--- config.mk ---
export PLATFORM = sky130hd
export DESIGN_NAME = esc_stx_etx_frame_receiver
export DESIGN_NICKNAME = d
export VERILOG_FILES = /design/src/hw/rtl/esfr_pkg.sv /design/src/hw/rtl/esc_stx_etx_frame_receiver.sv /design/src/hw/rtl/esfr_ram.sv /design/src/hw/rtl/esfr_ctrl.sv /design/src/hw/rtl/esfr_datapath.sv
export SDC_FILE = /design/constraint.sdc
export NUM_CORES = 1
export LEC_CHECK = 0
export BUFFER_PORTS_ARGS = -buffer_cell sky130_fd_sc_hd__buf_2
export CAP_MARGIN = 20
export CORE_MARGIN = 10
export CORE_UTILIZATION = 50
export DETAILED_ROUTE_END_ITERATION = 8
export PLACE_DENSITY = 0.66
export SYNTH_ARGS = -nofsm -noshare
export SYNTH_HDL_FRONTEND = slang
export SYNTH_SLANG_ARGS = --single-unit
--- constraint.sdc ---
create_clock -name clk -period 6.2 [get_ports clk]
set_input_delay 1.24 -clock clk [delete_from_list [all_inputs] [get_ports clk]]
set_output_delay 1.24 -clock clk [all_outputs]
set_load 0.005 [all_outputs]
--- src/hw/rtl/esfr_pkg.sv ---
// ----------------------------------------------------------------------------
// esfr_pkg
// Shared types and constants of the escape-framed byte receiver: field
// widths, register indexes, reset values and the controller/datapath bundles.
// ----------------------------------------------------------------------------
package esfr_pkg;

  // Payload field widths
  localparam int unsigned BYTE_W  = 8;
  localparam int unsigned INDEX_W = 6;
  localparam int unsigned LEN_W   = 6;

  // Output stream word: frame_byte, byte_index, frame_length, padded to bytes
  localparam int unsigned OUT_FIELDS_W = BYTE_W + INDEX_W + LEN_W;
  localparam int unsigned OUT_DATA_W   = ((OUT_FIELDS_W + 7) / 8) * 8;

  // Configuration register indexes
  localparam int unsigned CFG_IDX_W = 2;
  localparam logic [CFG_IDX_W-1:0] REG_ESCAPE = 2'd0;
  localparam logic [CFG_IDX_W-1:0] REG_START  = 2'd1;
  localparam logic [CFG_IDX_W-1:0] REG_END    = 2'd2;

  // Register reset values
  localparam logic [BYTE_W-1:0] ESCAPE_RST = 8'd27;
  localparam logic [BYTE_W-1:0] START_RST  = 8'd2;
  localparam logic [BYTE_W-1:0] END_RST    = 8'd3;

  // Commands from the controller to the datapath
  typedef struct packed {
    logic accept;  // take the byte on the input stream
    logic rd;      // issue a buffer read for the current readout index
    logic load;    // load the output register from the read data
    logic next;    // output transaction done, advance the readout index
  } esfr_cmd_t;

  // Status from the datapath to the controller
  typedef struct packed {
    logic frame_done;  // the offered byte completes a frame
    logic last;        // readout index is the final byte of the frame
  } esfr_stat_t;

endpackage

--- src/hw/rtl/esc_stx_etx_frame_receiver.sv ---
// ----------------------------------------------------------------------------
// esc_stx_etx_frame_receiver
// Receives bytes framed as ESC START ... ESC END, buffers the frame and
// streams it out byte by byte, with index, length and a last marker.
//
//   Channel   Direction  Handshake                   Payload
//   s_axis    in         s_axis_tvalid/s_axis_tready  rx_byte
//   m_axis    out        m_axis_tvalid/m_axis_tready  frame_byte, byte_index,
//                                                     frame_length, tlast
//   cfg       in         cfg_valid/cfg_ready          cfg_index, cfg_data
//
// An input byte is taken whenever no frame is being read out.
// A completing byte starts the readout: each frame byte goes through buffer
// read, output load and send, and the send holds while m_axis_tready is low;
// no input is taken until the last frame byte leaves.
// Reset (rst, synchronous) clears the byte count and restores the marker
// registers; buffer contents are not cleared. cfg writes are always taken.
// ----------------------------------------------------------------------------
module esc_stx_etx_frame_receiver
  import esfr_pkg::*;
#(
  parameter int unsigned BUF_DEPTH = 64
) (
  input  logic                  clk,
  input  logic                  rst,
  // Input stream
  input  logic                  s_axis_tvalid,
  output logic                  s_axis_tready,
  input  logic [7:0]            s_axis_tdata,   // [7:0] rx_byte
  // Output stream
  output logic                  m_axis_tvalid,
  input  logic                  m_axis_tready,
  output logic [OUT_DATA_W-1:0] m_axis_tdata,   // [7:0] frame_byte,
                                                // [13:8] byte_index,
                                                // [19:14] frame_length, zero fill
  output logic                  m_axis_tlast,   // last_of_frame
  // Configuration writes
  input  logic                  cfg_valid,
  output logic                  cfg_ready,
  input  logic [CFG_IDX_W-1:0]  cfg_index,
  input  logic [BYTE_W-1:0]     cfg_data
);

  esfr_cmd_t          cmd;
  esfr_stat_t         stat;
  logic [BYTE_W-1:0]  frame_byte;
  logic [INDEX_W-1:0] byte_index;
  logic [LEN_W-1:0]   frame_length;

  assign cfg_ready = 1'b1;

  // Sequence acceptance and readout
  esfr_ctrl u_ctrl (
    .clk       (clk),
    .rst       (rst),
    .in_valid  (s_axis_tvalid),
    .in_ready  (s_axis_tready),
    .out_valid (m_axis_tvalid),
    .out_ready (m_axis_tready),
    .stat      (stat),
    .cmd       (cmd)
  );

  // Checks, buffer and output register
  esfr_datapath #(
    .BUF_DEPTH (BUF_DEPTH)
  ) u_dp (
    .clk           (clk),
    .rst           (rst),
    .cmd           (cmd),
    .stat          (stat),
    .cfg_we        (cfg_valid),
    .cfg_index     (cfg_index),
    .cfg_data      (cfg_data),
    .rx_byte       (s_axis_tdata),
    .frame_byte    (frame_byte),
    .byte_index    (byte_index),
    .frame_length  (frame_length),
    .last_of_frame (m_axis_tlast)
  );

  // Pack the output word
  assign m_axis_tdata = OUT_DATA_W'({frame_length, byte_index, frame_byte});

endmodule

--- src/hw/rtl/esfr_ram.sv ---
// ----------------------------------------------------------------------------
// esfr_ram
// Generic single-write, single-read RAM with a registered read port.
// ----------------------------------------------------------------------------
module esfr_ram #(
  parameter int unsigned WIDTH = 8,
  parameter int unsigned DEPTH = 64
) (
  input  logic                     clk,
  input  logic                     we,
  input  logic [$clog2(DEPTH)-1:0] waddr,
  input  logic [WIDTH-1:0]         wdata,
  input  logic                     re,
  input  logic [$clog2(DEPTH)-1:0] raddr,
  output logic [WIDTH-1:0]         rdata
);

  logic [WIDTH-1:0] mem [DEPTH];

  // Write port
  always_ff @(posedge clk) begin
    if (we) begin
      mem[waddr] <= wdata;
    end
  end

  // Registered read port
  always_ff @(posedge clk) begin
    if (re) begin
      rdata <= mem[raddr];
    end
  end

endmodule

--- src/hw/rtl/esfr_ctrl.sv ---
// ----------------------------------------------------------------------------
// esfr_ctrl
// Controller: accepts bytes while idle and sequences the readout of a
// completed frame (read, load, send) one byte at a time.
// ----------------------------------------------------------------------------
module esfr_ctrl
  import esfr_pkg::*;
(
  input  logic       clk,
  input  logic       rst,
  input  logic       in_valid,
  output logic       in_ready,
  output logic       out_valid,
  input  logic       out_ready,
  input  esfr_stat_t stat,
  output esfr_cmd_t  cmd
);

  typedef enum logic [3:0] {
    ST_IDLE = 4'b0001,
    ST_READ = 4'b0010,
    ST_LOAD = 4'b0100,
    ST_SEND = 4'b1000
  } state_t;

  state_t state;
  state_t state_next;

  // Advance state
  always_ff @(posedge clk) begin
    if (rst) begin
      state <= ST_IDLE;
    end else begin
      state <= state_next;
    end
  end

  // Next state
  always_comb begin
    state_next = state;
    case (state)
      ST_IDLE: begin
        if (in_valid && stat.frame_done) begin
          state_next = ST_READ;
        end
      end
      ST_READ: state_next = ST_LOAD;
      ST_LOAD: state_next = ST_SEND;
      ST_SEND: begin
        if (out_ready) begin
          state_next = stat.last ? ST_IDLE : ST_READ;
        end
      end
      default: state_next = ST_IDLE;
    endcase
  end

  // Handshakes and datapath commands
  assign in_ready   = (state == ST_IDLE);
  assign out_valid  = (state == ST_SEND);
  assign cmd.accept = (state == ST_IDLE) && in_valid;
  assign cmd.rd     = (state == ST_READ);
  assign cmd.load   = (state == ST_LOAD);
  assign cmd.next   = (state == ST_SEND) && out_ready;

endmodule

--- src/hw/rtl/esfr_datapath.sv ---
// ----------------------------------------------------------------------------
// esfr_datapath
// Datapath: marker registers, byte count, header copies, frame buffer,
// header and marker checks, and the output register for frame readout.
// ----------------------------------------------------------------------------
module esfr_datapath
  import esfr_pkg::*;
#(
  parameter int unsigned BUF_DEPTH = 64
) (
  input  logic                  clk,
  input  logic                  rst,
  input  esfr_cmd_t             cmd,
  output esfr_stat_t            stat,
  input  logic                  cfg_we,
  input  logic [CFG_IDX_W-1:0]  cfg_index,
  input  logic [BYTE_W-1:0]     cfg_data,
  input  logic [BYTE_W-1:0]     rx_byte,
  output logic [BYTE_W-1:0]     frame_byte,
  output logic [INDEX_W-1:0]    byte_index,
  output logic [LEN_W-1:0]      frame_length,
  output logic                  last_of_frame
);

  localparam int unsigned CNT_W  = $clog2(BUF_DEPTH + 1);
  localparam int unsigned ADDR_W = $clog2(BUF_DEPTH);

  // Marker registers
  logic [BYTE_W-1:0] escape_byte;
  logic [BYTE_W-1:0] start_byte;
  logic [BYTE_W-1:0] end_byte;

  // Receive state: count, header copies, last stored byte
  logic [CNT_W-1:0]  byte_count;
  logic [BYTE_W-1:0] hdr0;
  logic [BYTE_W-1:0] hdr1;
  logic [BYTE_W-1:0] prev_byte;

  // Readout state
  logic [CNT_W-1:0]  rd_idx;
  logic [CNT_W-1:0]  len;
  logic [BYTE_W-1:0] ram_rdata;

  // Per-byte evaluation
  logic [CNT_W-1:0]  n;
  logic [CNT_W-1:0]  len_next;
  logic [BYTE_W-1:0] s0;
  logic [BYTE_W-1:0] s1;
  logic              bad;
  logic              restart;
  logic              end_seen;
  logic              done;

  // Write marker registers
  always_ff @(posedge clk) begin
    if (rst) begin
      escape_byte <= ESCAPE_RST;
      start_byte  <= START_RST;
      end_byte    <= END_RST;
    end else if (cfg_we) begin
      case (cfg_index)
        REG_ESCAPE: escape_byte <= cfg_data;
        REG_START:  start_byte  <= cfg_data;
        REG_END:    end_byte    <= cfg_data;
        default:    ;
      endcase
    end
  end

  // Check the offered byte against header, depth and marker rules
  always_comb begin
    n        = byte_count + CNT_W'(1);
    s0       = (byte_count == CNT_W'(0)) ? rx_byte : hdr0;
    s1       = (byte_count == CNT_W'(1)) ? rx_byte : hdr1;
    bad      = ((n == CNT_W'(1)) && (rx_byte != escape_byte)) ||
               ((n == CNT_W'(2)) && (rx_byte != start_byte)) ||
               ((n > CNT_W'(1)) && (s0 != escape_byte) && (s1 != start_byte)) ||
               (n >= CNT_W'(BUF_DEPTH));
    restart  = !bad && (n > CNT_W'(2)) && (prev_byte == escape_byte) &&
               (rx_byte == start_byte);
    // after a restart the header is escape/start, so the end test is start vs end
    end_seen = restart ? (start_byte == end_byte)
                       : ((n > CNT_W'(1)) && (prev_byte == escape_byte) &&
                          (rx_byte == end_byte));
    len_next = restart ? CNT_W'(2) : n;
    done     = !bad && end_seen;
  end

  assign stat.frame_done = done;
  assign stat.last       = (rd_idx + CNT_W'(1) == len);

  // Update count and header copies on each accepted byte
  always_ff @(posedge clk) begin
    if (rst) begin
      byte_count <= '0;
    end else if (cmd.accept) begin
      if (bad || done) begin
        byte_count <= '0;
      end else begin
        byte_count <= len_next;
      end
    end
  end

  always_ff @(posedge clk) begin
    if (cmd.accept) begin
      prev_byte <= restart ? start_byte : rx_byte;
      hdr0      <= restart ? escape_byte : s0;
      hdr1      <= restart ? start_byte : s1;
    end
  end

  // Hold frame length and step the readout index
  always_ff @(posedge clk) begin
    if (rst) begin
      rd_idx <= '0;
      len    <= '0;
    end else if (cmd.accept && done) begin
      rd_idx <= '0;
      len    <= len_next;
    end else if (cmd.next) begin
      rd_idx <= rd_idx + CNT_W'(1);
    end
  end

  // Frame buffer: one write per accepted byte, one read per readout byte
  esfr_ram #(
    .WIDTH (BYTE_W),
    .DEPTH (BUF_DEPTH)
  ) u_buf (
    .clk   (clk),
    .we    (cmd.accept),
    .waddr (byte_count[ADDR_W-1:0]),
    .wdata (rx_byte),
    .re    (cmd.rd),
    .raddr (rd_idx[ADDR_W-1:0]),
    .rdata (ram_rdata)
  );

  // Load the output register; header bytes come from their copies
  always_ff @(posedge clk) begin
    if (cmd.load) begin
      if (rd_idx == CNT_W'(0)) begin
        frame_byte <= hdr0;
      end else if (rd_idx == CNT_W'(1)) begin
        frame_byte <= hdr1;
      end else begin
        frame_byte <= ram_rdata;
      end
      byte_index    <= INDEX_W'(rd_idx);
      frame_length  <= LEN_W'(len);
      last_of_frame <= (rd_idx + CNT_W'(1) == len);
    end
  end

endmodule

# [Word level (Yosys, flattened, before mapping)]
# Memory sizes are Yosys's and may differ from the RTL's. A register that Yosys moved wholly into a read port is not among the register bits.
# Cells that the tools add are included.
[op_classes] n_eq_ne=21 muxes=16 n_lt_le_gt_ge=3 add_sub_neg=2 reduce_logical=27
[ops] cell="two-way mux 8 bit" n=7
[ops] cell="equality test 8 bit" n=4
[ops] cell="!= test 8 bit" n=4
[ops] cell="equality test 7 x 1 -> 1 bit (second input constant)" n=3
[ops] cell="case mux 4 bit (4 select lines)" n=1
[ops] cell="adder 7 x 1 -> 7 bit (second input constant)" n=2
[ops] cell="logical AND 1 bit" n=14
[ops] cell="zero test 7 bit" n=2
[ops] cell="two-way mux 7 bit" n=2
[ops] cell="two-way mux 4 bit" n=2
[ops] cell="AND reduction 2 bit" n=4
[ops] cell="equality test 7 x 2 -> 1 bit (second input constant)" n=1
[ops] cell="equality test 7 bit" n=1
[ops] cell=">= comparator 7 bit (second input constant)" n=1
[ops] cell="> comparator 7 x 1 -> 1 bit (second input constant)" n=1
[ops] cell="> comparator 7 x 2 -> 1 bit (second input constant)" n=1
[ops] cell="equality test 4 x 1 -> 1 bit (second input constant)" n=1
[ops] cell="equality test 4 x 2 -> 1 bit (second input constant)" n=1
[ops] cell="equality test 4 x 3 -> 1 bit (second input constant)" n=1
[ops] cell="equality test 4 bit (second input constant)" n=1
[ops] cell="logical OR 1 bit" n=4
[ops] cell="!= test 2 x 1 -> 1 bit (second input constant)" n=2
[ops] cell="two-way mux 1 bit" n=3
[ops] cell="equality test 2 x 1 -> 1 bit (second input constant)" n=1
[ops] cell="5 further kinds" n=5
[totals] n_memories=1 ramBits=512 reg_bits=94 input_bits=23 word_cells=84 out_inout_bits=28
[memory_table] memory="u_dp.u_buf.mem" depth=64 width=8 rd=1 rd_ports_with_merged_regs=1 wr=1 line_no="esfr_ram.sv:18" text="logic [WIDTH-1:0] mem [DEPTH];"

# [Logic depth before layout (Yosys ltp)]
# Gate-level depths: netlist of run 1.
[logic_depth] word_depth=16 ltp_mapped=14 depth_no_buf=10

# [Modules after synthesis]
# Synthesis of run 1 repeated with hierarchy kept, for this count alone.
[unflattened] cells_unflattened=1476 area_unflattened_um2=25668.4
[modules_own_cells] module="esfr_ram" cells_per_inst=940 area_each_um2=20246.9 n_inst=1 seq_area_each_um2=15615.0
[modules_own_cells] module="esfr_datapath" cells_per_inst=504 area_each_um2=5136.2 n_inst=1 seq_area_each_um2=2252.2
[modules_own_cells] module="esfr_ctrl" cells_per_inst=25 area_each_um2=240.2 n_inst=1 seq_area_each_um2=80.1
[modules_own_cells] module="esc_stx_etx_frame_receiver" cells_per_inst=7 area_each_um2=45.0 n_inst=1 seq_area_each_um2=0.0

# [Worst setup path before layout of run 1]
# No wires, ideal clock.
[synth_path] path_kind="input to register" startpoint="input port s_axis_tdata[6]" endpoint="register u_dp.hdr0[0] (data pin)" setup_ps=260 arrival_time_ps=3406 slack_ps=2534 required_ps=5940 stages=10 cell_sequence="clkbuf_1 > and3_1 > or3_1 > a2111oi_2 > a21oi_1 > nand2_1 > and3_1 > buf_2 > buf_4 > mux2_2"
[synth_between] elab_chain_cells=11 word_cells_on_any_way=19 cone_classes="5 x eq/ne; 3 x mux; 11 x reduce/logical"
[synth_lines] element="start, declared" line_no="esc_stx_etx_frame_receiver.sv:29" text="input logic [7:0] s_axis_tdata,"
[synth_lines] element="two-way mux 8 bit" line_no="esfr_datapath.sv:73" text="s0 = (byte_count == CNT_W'(0)) ? rx_byte : hdr0;"
[synth_lines] element="!= test 8 bit" line_no="esfr_datapath.sv:77" text="((n > CNT_W'(1)) && (s0 != escape_byte) && (s1 != start_byte)) ||"
[synth_lines] element="logical AND 1 bit (2 in series)" line_no="esfr_datapath.sv:77"
[synth_lines] element="logical OR 1 bit" line_no="esfr_datapath.sv:76" text="((n == CNT_W'(2)) && (rx_byte != start_byte)) ||"
[synth_lines] element="logical OR 1 bit" line_no="esfr_datapath.sv:77"
[synth_lines] element="zero test 1 bit" line_no="esfr_datapath.sv:79" text="restart = !bad && (n > CNT_W'(2)) && (prev_byte == escape_byte) &&"
[synth_lines] element="logical AND 1 bit (2 in series)" line_no="esfr_datapath.sv:79"
[synth_lines] element="logical AND 1 bit (*)" line_no="esfr_datapath.sv:79"
[synth_lines] element="two-way mux 8 bit (*)" line_no="esfr_datapath.sv:108" text="hdr0 <= restart ? escape_byte : s0;"
[synth_lines] element="end signal, assigned" line_no="esfr_datapath.sv:108"
[synth_lines] element="end, declared" line_no="esfr_datapath.sv:35" text="logic [BYTE_W-1:0] hdr0;"
# Mark *: on every way between the ends. The rest lies on a longest branch, timed or not.
# A chain may end at the register's enable or synchronous reset.

# [Final worst setup path of run 1]
[layout_path] startpoint="register u_dp.byte_count[0]" endpoint="register u_dp.hdr0[4] (data pin)"
[layout_between] elab_chain_cells=12 word_cells_on_any_way=24 cone_classes="1 x add/sub; 3 x order compare; 5 x eq/ne; 3 x mux; 12 x reduce/logical"
[layout_lines] element="start, declared" line_no="esfr_datapath.sv:34" text="logic [CNT_W-1:0] byte_count;"
[layout_lines] element="start signal, assigned" line_no="esfr_datapath.sv:100" text="byte_count <= len_next;"
[layout_lines] element="branches (longest 11 deep; another with adder 7 x 1 -> 7 bit)"
[layout_lines] element="two-way mux 8 bit (*)" line_no="esfr_datapath.sv:108"
# Mark *: on every way between the ends.

==> summary.md, run 1 <==
| Metric | Value |
|---|---|
| Status | finished, final reports clean |
| Initial antenna violation count | 2 |
| Starting DRT DRC Count | between 1500 and 2000 |
| Skew-Pair Late Insertion Delay | about 630 ps |
| Vias in the first global route | ~13000 |
| Setup bufs post-CTS | 0 |
| Setup violators final | 0 |
| Period minus WS final | 4314 ps |
| Hold Startpoint | u_dp.len[6] |
| Register Area | 17960 um^2 |
| CTS tree | built |
| Core area | about 50000 um^2 |
| Slew @ Worst Pin | 1136 ps |
| Initial Util | between 50% and 60% |
| Post-DP Area | 26260 um^2 |
| Sequential power share | 54.5% |
| Finished Cell Area | ~28000 um^2 |
| Syn Std Cell Area | 25390 um^2 |
| Hold bufs inserted after CTS | 0 |
| Routed Wire Length | 60.04 mm |
| Switch share | 20.24% |
| Fmax | ~230 MHz |
| Final Non-Filler Cells | ~2200 |
| TritonRoute pass-1 iters | 5 |
| Row cnt | 82 |
| Drt via density | 6.081 |
| Synth Flop Type | edfxtp_1 |
| P_leak | 8.801 nW |
| Crit path arrival time | around 4700 ps |
| PwrDens | 296.0 nW/um^2 |
| Kind of critical path | reg -> reg |
| Drt drc | 0 |
| Multi-input gate area | 6963 um^2 |
| Post-DRT Antenna Nets | 0 |
| Psw | 0.001691 W |
| First-pass GRT wire length | between 80 and 90 mm |
| Root Buffer | clkbuf_16 |
| Crit-path cells | inv_1 -> ha_1 -> nor4b_1 -> nand2_1 -> nor4b_1 -> o22a_1 -> nand4_2 -> nand2_1 -> and3_1 -> mux2_2 |
| Maximum capacitance violations | 0 |
| Number of synthesized flops with an enable pin | 565 |
| Bufs on Longest Clock Path | 3 |
| Dpl cells | 2048 |
| Reg2reg start | u_dp.byte_count[0] |
| Seq/Total Area, Yosys | a little over two thirds |
| Power consumption | around 0.0084 W |
| Metal-1 WL | 25.09 mm |
| Top cells by area, synth | edfxtp_1, mux4_2, dfxtp_1 |
| Routed vias | ~13000 |
| Clock sinks | between 600 and 700 |
| Warnings, synthesis | 0 |
| Slowest stage delay, CP | 740 ps |
| Met3 wire length | 5.133 mm |
| CP Launch Type | register |
| Final Hold Viols | 0 |
| Fin. max-slew vios | 0 |
| Uppermost layer routed | met4 |
| Final Cycle Share | 69.58% |
| Syn Inst Count | 1404 |
| Post-synth ARST share | 0% |
| Total grt overflow | 0 |
| Pin count of the biggest net entering global routing | 70 |
| I/O Pins | 51 |
| Die width | 245.3 um |
| CP required | 6580 ps |
| Layout net count | 1467 |
| CP max FO | 16 |
| Yosys reg bits | 614 |
| Metal2 WL | around 28 mm |
| Buffers & Inverters on Critical Path | 1 |
| Top-area cell type share of the netlist area | between 60% and 70% |
| Fin util | 56.28% |
| Cell taking the most area after synthesis | edfxtp_1 |
| Synth cell count leaders | edfxtp_1, mux4_2, nor2_1, clkbuf_1, dfxtp_1 |
| GPL Wtd Cong | 0.8704 |
| CP delay by family, top | simple AND/OR/NAND/NOR gates |
| Peak VDD IR | ~0.00025 V |
| DP HPWL | 38.40 mm |
| GRT Overall Usage | 20.04% |
| TritonCTS Buffers | 60 |
| Crit path max-delay cell type | and3_1 |
| Max_slew headroom | 24.24% |
| Sum Neg Setup Slack | 0 ps |
| Power share of the combinational group | 2.2% |
| Class of the worst hold path | reg -> reg |
| Wire per inst | around 28 um |
| Setup Skew | 28.79 ps |
| Layout area overhead | 11.23% |
| Synth unique cells | 62 |
| Post-CTS sizing | 0 |
| Chip Height | 245.3 um |
| Unrepaired setup endpoints after global routing | false |
| Clock power share | 43.2% |
| Synth Area per Inst | 18.08 um^2 |
| Nature of the critical path endpoint | register |
| Count leader, synth | edfxtp_1 |
| Reg clk slew, reported paths | 60 ps |
| CTS HTree Levels | 2 |
| IO buf count | 45 |
| Fillers | 3764 |
| Power Internal | 0.006667 W |
| Crit path from | u_dp.byte_count[0] |
| Fraction of layout cells with a size suffix above 1 | approximately a quarter |
| Die area | 60190 um^2 |
[metrics by stage]
stage / hold WS (ps) / worst slack, ps
floorplan: 420.2 / 2534
global placement: 418.2 / 1696
detailed placement: 433.2 / 1718
CTS: 444.3 / 2019
global route: 460.5 / 1588
finish: 446.1 / 1886
[tightest hold or removal path, stage by stage (launching register included)]
cell	delay (ps)
dfxtp_1	320
inv_1	50
nor2_1	30
[state kept, by name (all words and copies together), names as in the netlist]
name / cells
u_dp.rd_idx: 7
u_dp.hdr1: 8
u_dp.byte_count: 7
u_dp.start_byte: 8
u_ctrl.state: 4
u_dp.last_of_frame: 1
u_dp.frame_byte: 8
u_dp.escape_byte: 8
u_dp.hdr0: 8
u_dp.frame_length: 6
u_dp.byte_index: 6
u_dp.prev_byte: 8
u_dp.end_byte: 8
u_dp.len: 7
u_dp.u_buf.mem: 512
u_dp.u_buf.rdata: 8
[cells in the final DEF, fill, tap and decap left out, types with 23 or more instances in the layout]
master and count:
edfxtp_1 565, mux4_2 168, nor2_1 135, clkbuf_16 61, buf_2 45, dfxtp_1 45, nand2_1 39, xnor2_1 37
mux2i_1 35, a21oi_1 25, xor2_1 24, inv_1 23, o21ai_0 23
[power by group through the flow]
| stage | Combinational (W) | Sequential, W | Clock, W |
|---|---|---|---|
| floorplan | 0.0000904 | 0.00463 | 0 |
| global route | 0.000204 | 0.00456 | 0.00385 |
| detailed placement | 0.000188 | 0.00464 | 0 |
| finish | 0.000187 | 0.00456 | 0.00361 |
| global placement | 0.000183 | 0.00464 | 0 |
| CTS | 0.000188 | 0.00456 | 0.00367 |
[cell type report]
type / count / share of cell area, %
Sequential cell: 614 / 63.59
Multi-Input combinational cell: 672 / 24.66
Clock buffer: 73 / 5.636
Tap cell: 672 / 2.978
Timing Repair Buffer: 66 / 1.444
Clock inverter: 41 / 1.365
Inverter: 24 / 0.3190
Antenna cell: 1 / 0.008862
[per-layer routing]
metal	global-route usage, %	vias to the layer above
li1	-	5648
met1	28.43	6835
met2	29.97	550
met3	4.833	120
met4	7.116	0
met5	0	-
[path summary, 6_finish.rpt]
path / end / slack [ps] / depth (start not counted)
hold reg to reg: u_dp.len[6] / 450 / 2
setup / recovery: u_dp.hdr0[4] / 1890 / 10
hold / removal: u_dp.len[6] / 450 / 2
setup reg to reg: u_dp.hdr0[4] / 1890 / 10
[kinds of logic (layout without fill, tap and decap cells)]
kind of cell | count (synthesis) | count (layout) | share of synthesized area [%]
AOI/OAI and AO/OA | 97 | 97 | 2.612
xor gates and xnor gates | 61 | 61 | 2.104
adders and majority gates | 6 | 6 | 0.2957
buffers and inverters | 121 | 204 | 1.976
DFF | 614 | 614 | 70.69
muxes | 214 | 214 | 16.77
other | 2 | 6 | 0.02958
and+or+nand+nor | 289 | 289 | 5.520
Note: power is estimated with default switching activity, not from simulation.
==> run 2, diff against run 1 <==
--- a/config.mk
+++ b/config.mk
@@ -10,7 +10,7 @@
 export CORE_MARGIN = 10
 export CORE_UTILIZATION = 50
 export DETAILED_ROUTE_END_ITERATION = 8
-export PLACE_DENSITY = 0.66
+export PLACE_DENSITY = 0.68
 export SYNTH_ARGS = -nofsm -noshare
 export SYNTH_HDL_FRONTEND = slang
 export SYNTH_SLANG_ARGS = --single-unit
==> constraint.sdc (replaced) <==
create_clock -name clk -period 3.8 [get_ports clk]
set_input_delay 0.76 -clock clk [delete_from_list [all_inputs] [get_ports clk]]
set_output_delay 0.76 -clock clk [all_outputs]
set_load 0.005 [all_outputs]
==> run 2 against run 1 <==
  * Utilization rose by 1.1 points
  * Sequential share of layout area fell by 1.2 points
  * Sequential power rose by 63%
  * Via count rose by 1.5%
  * Hold slack got worse by 74 ps
  * Critical path type unchanged
  * Routed wire length fell by 4.5%
  * Maximum frequency rose by 21%
==> summary.md, run 2 (synthesized netlist as in run 1, its figures left out) <==
| Metric | Value |
|---|---|
| Status | finished, final reports clean |
| Setup violators final | 0 |
| Unrepaired setup endpoints after global routing | false |
| Final Cycle Share | 93.69% |
| Fin util | 57.40% |
| Worst Setup EP | u_dp.hdr1[6] |
| Clock sinks | 614 |
| Hold bufs inserted after CTS | 0 |
| GPL Wtd Cong | 0.9104 |
| Die width | 245.3 um |
| Routed vias | 13353 |
| Crit path arrival time | 3930 ps |
| Drt via density | around 6 |
| Core area | 50170 um^2 |
| Pin count of the biggest net entering global routing | 72 |
| Initial Util | 50.60% |
| Hold slack | 372.0 ps |
| Initial antenna violation count | 3 |
| P_leak | 9.134 nW |
| Reg clk slew, reported paths | ~70 ps |
| DP HPWL | 37.80 mm |
| Crit path from | u_dp.byte_count[1] |
| Drt drc | 0 |
| CTS tree | built |
| Fmax | 280.9 MHz |
| Final Hold Viols | 0 |
| Fin. max-slew vios | 0 |
| Vias in the first global route | around 13000 |
| Period minus WS final | 3560 ps |
| Peak VDD IR | about 0.00033 V |
| Slowest stage delay, CP | 630 ps |
| CP required | 4170 ps |
| Starting DRT DRC Count | 1347 |
| Crit-path cells | inv_1 -> ha_1 -> or4b_1 -> o22ai_1 -> o311ai_0 -> nor4_1 -> a21oi_1 -> nand2_1 -> and3_2 -> mux2_2 |
| Wire per inst | 25.80 um |
| Setup slack, reg-to-reg | 240 ps |
| Layout area overhead | 13.42% |
| TritonCTS Buffers | 61 |
| Most flop-heavy register | u_dp.u_buf.mem |
| CP Launch Type | register |
| Post-CTS sizing | 1 |
| TritonRoute pass-1 iters | 7 |
| Sum Neg Setup Slack | 0 ps |
| Max_slew headroom | 30.01% |
| PwrDens | 477.6 nW/um^2 |
| Busiest layer in global routing | met2 |
| I/O Pins | 51 |
| GRT Overall Usage | 19.11% |
| Row cnt | 82 |
| GR Layer Usage met1 | 26.83% |
| GRT met2 Usage | 29.71% |
| Class of the worst hold path | in -> reg |
| CP max FO | 16 |
| Total grt overflow | 0 |
| Maximum capacitance violations | 0 |
| Kind of critical path | reg -> reg |
| Routed Wire Length | 57.34 mm |
| Slew @ Worst Pin | 1047 ps |
| Setup bufs post-CTS | 0 |
| IO buf count | 45 |
| Skew-Pair Late Insertion Delay | ~630 ps |
| R2R cell count | 10 |
| Commonest non-fill, non-tap cell in the layout | edfxtp_1 |
| Setup Skew | 14.06 ps |
| Fraction of layout cells with a size suffix above 1 | a little over a quarter |
| Layout net count | 1528 |
| Crit Reg-Reg Endpoint | u_dp.hdr1[6] |
| Die area | between 60000 and 70000 um^2 |
| Bufs on Longest Clock Path | 3 |
| First-pass GRT wire length | 86.35 mm |
| Crit path max-delay cell type | or4b_1 |
| Reg2reg start | u_dp.byte_count[1] |
| Nature of the critical path endpoint | register |
| Root Buffer | clkbuf_16 |
| Post-DRT Antenna Nets | 0 |
| Commonest cells after routing, fill and taps aside | edfxtp_1, mux4_2, nor2_1 |
| CTS HTree Levels | 2 |
| Largest register FFs | 512 |
| Chip Height | 245.3 um |
| Routing usage on met3 | 3.834% |
## run 2: cell count changes in the layout (fill, tap and decap cells not counted), moves of 2 or more
cell | previous run | this run
clkinv_2 | 19 | 15
buf_4 | 19 | 75
buf_12 | 2 | 6
clkinv_1 | 12 | 19
clkinvlp_4 | 3 | 5
bufinv_16 | 6 | 8
clkbuf_1 | 10 | 4
## run 2: layer usage
layer | vias to the layer above | share of wire, %
met1 | 6954 | 42
met4 | 2 | 3.0
li1 | 5769 | -
met2 | 536 | 48
met5 | - | 0.023
met3 | 92 | 7.5
## run 2: worst max-delay path, delay by kind of cell, from the launching register on
family | cells | cell delay, ps
AND/OR/NAND/NOR | 4 | 1640
buffers and inverters | 1 | 150
multiplexers | 1 | 400
flip-flops | 1 | 310
AO/OA/AOI/OAI | 3 | 570
adder cells (fa/ha/maj) | 1 | 250
## run 2: through the flow
step | setup slack [ps] | std cells | power (W) | instance area [um^2]
final | 239.8 | 2223 | 0.01375 | 28800
after global routing | 27.87 | 2222 | 0.01416 | 28790
after CTS | 164.8 | 2222 | 0.01386 | 28780
after detailed placement | -53.02 | 2108 | 0.007880 | 26760
after global placement | 39.13 | 2108 | 0.007871 | 26760
after floorplan | 347.4 | 1407 | 0.007705 | 25400
## run 2: final cells by class
cell class	count	area (um^2)
multi-input cells	672	6983
clock inverters	48	459.2
fillers	3722	21370
well taps	672	840.8
flip-flops and latches	614	17960
diodes	1	2.502
clock buffers	66	1555
repair buffers	126	908.4
inverters	24	90.09
## run 2: worst min-delay path by stage
| stage | slack (ps) | endpoint | depth (start not counted) | from |
|---|---|---|---|---|
| 3_5_place_dp | 440 | u_dp.len[6] | 2 | u_dp.len[6] |
| 6_report | 370 | u_dp.escape_byte[1] | 2 | cfg_data[1] |
| 4_1_cts | 350 | u_dp.escape_byte[1] | 2 | cfg_data[1] |
| 2_1_floorplan | 420 | u_dp.len[6] | 2 | u_dp.len[6] |
| 3_3_place_gp | 430 | u_dp.len[6] | 2 | u_dp.len[6] |
| 5_1_grt | 370 | u_dp.escape_byte[1] | 2 | cfg_data[1] |
## run 2: where the power goes
group	switching [W]	internal (W)	total, W
clock network	0.00252	0.00349	0.00601
registers	0.0000390	0.00740	0.00744
logic	0.000206	0.0000976	0.000303
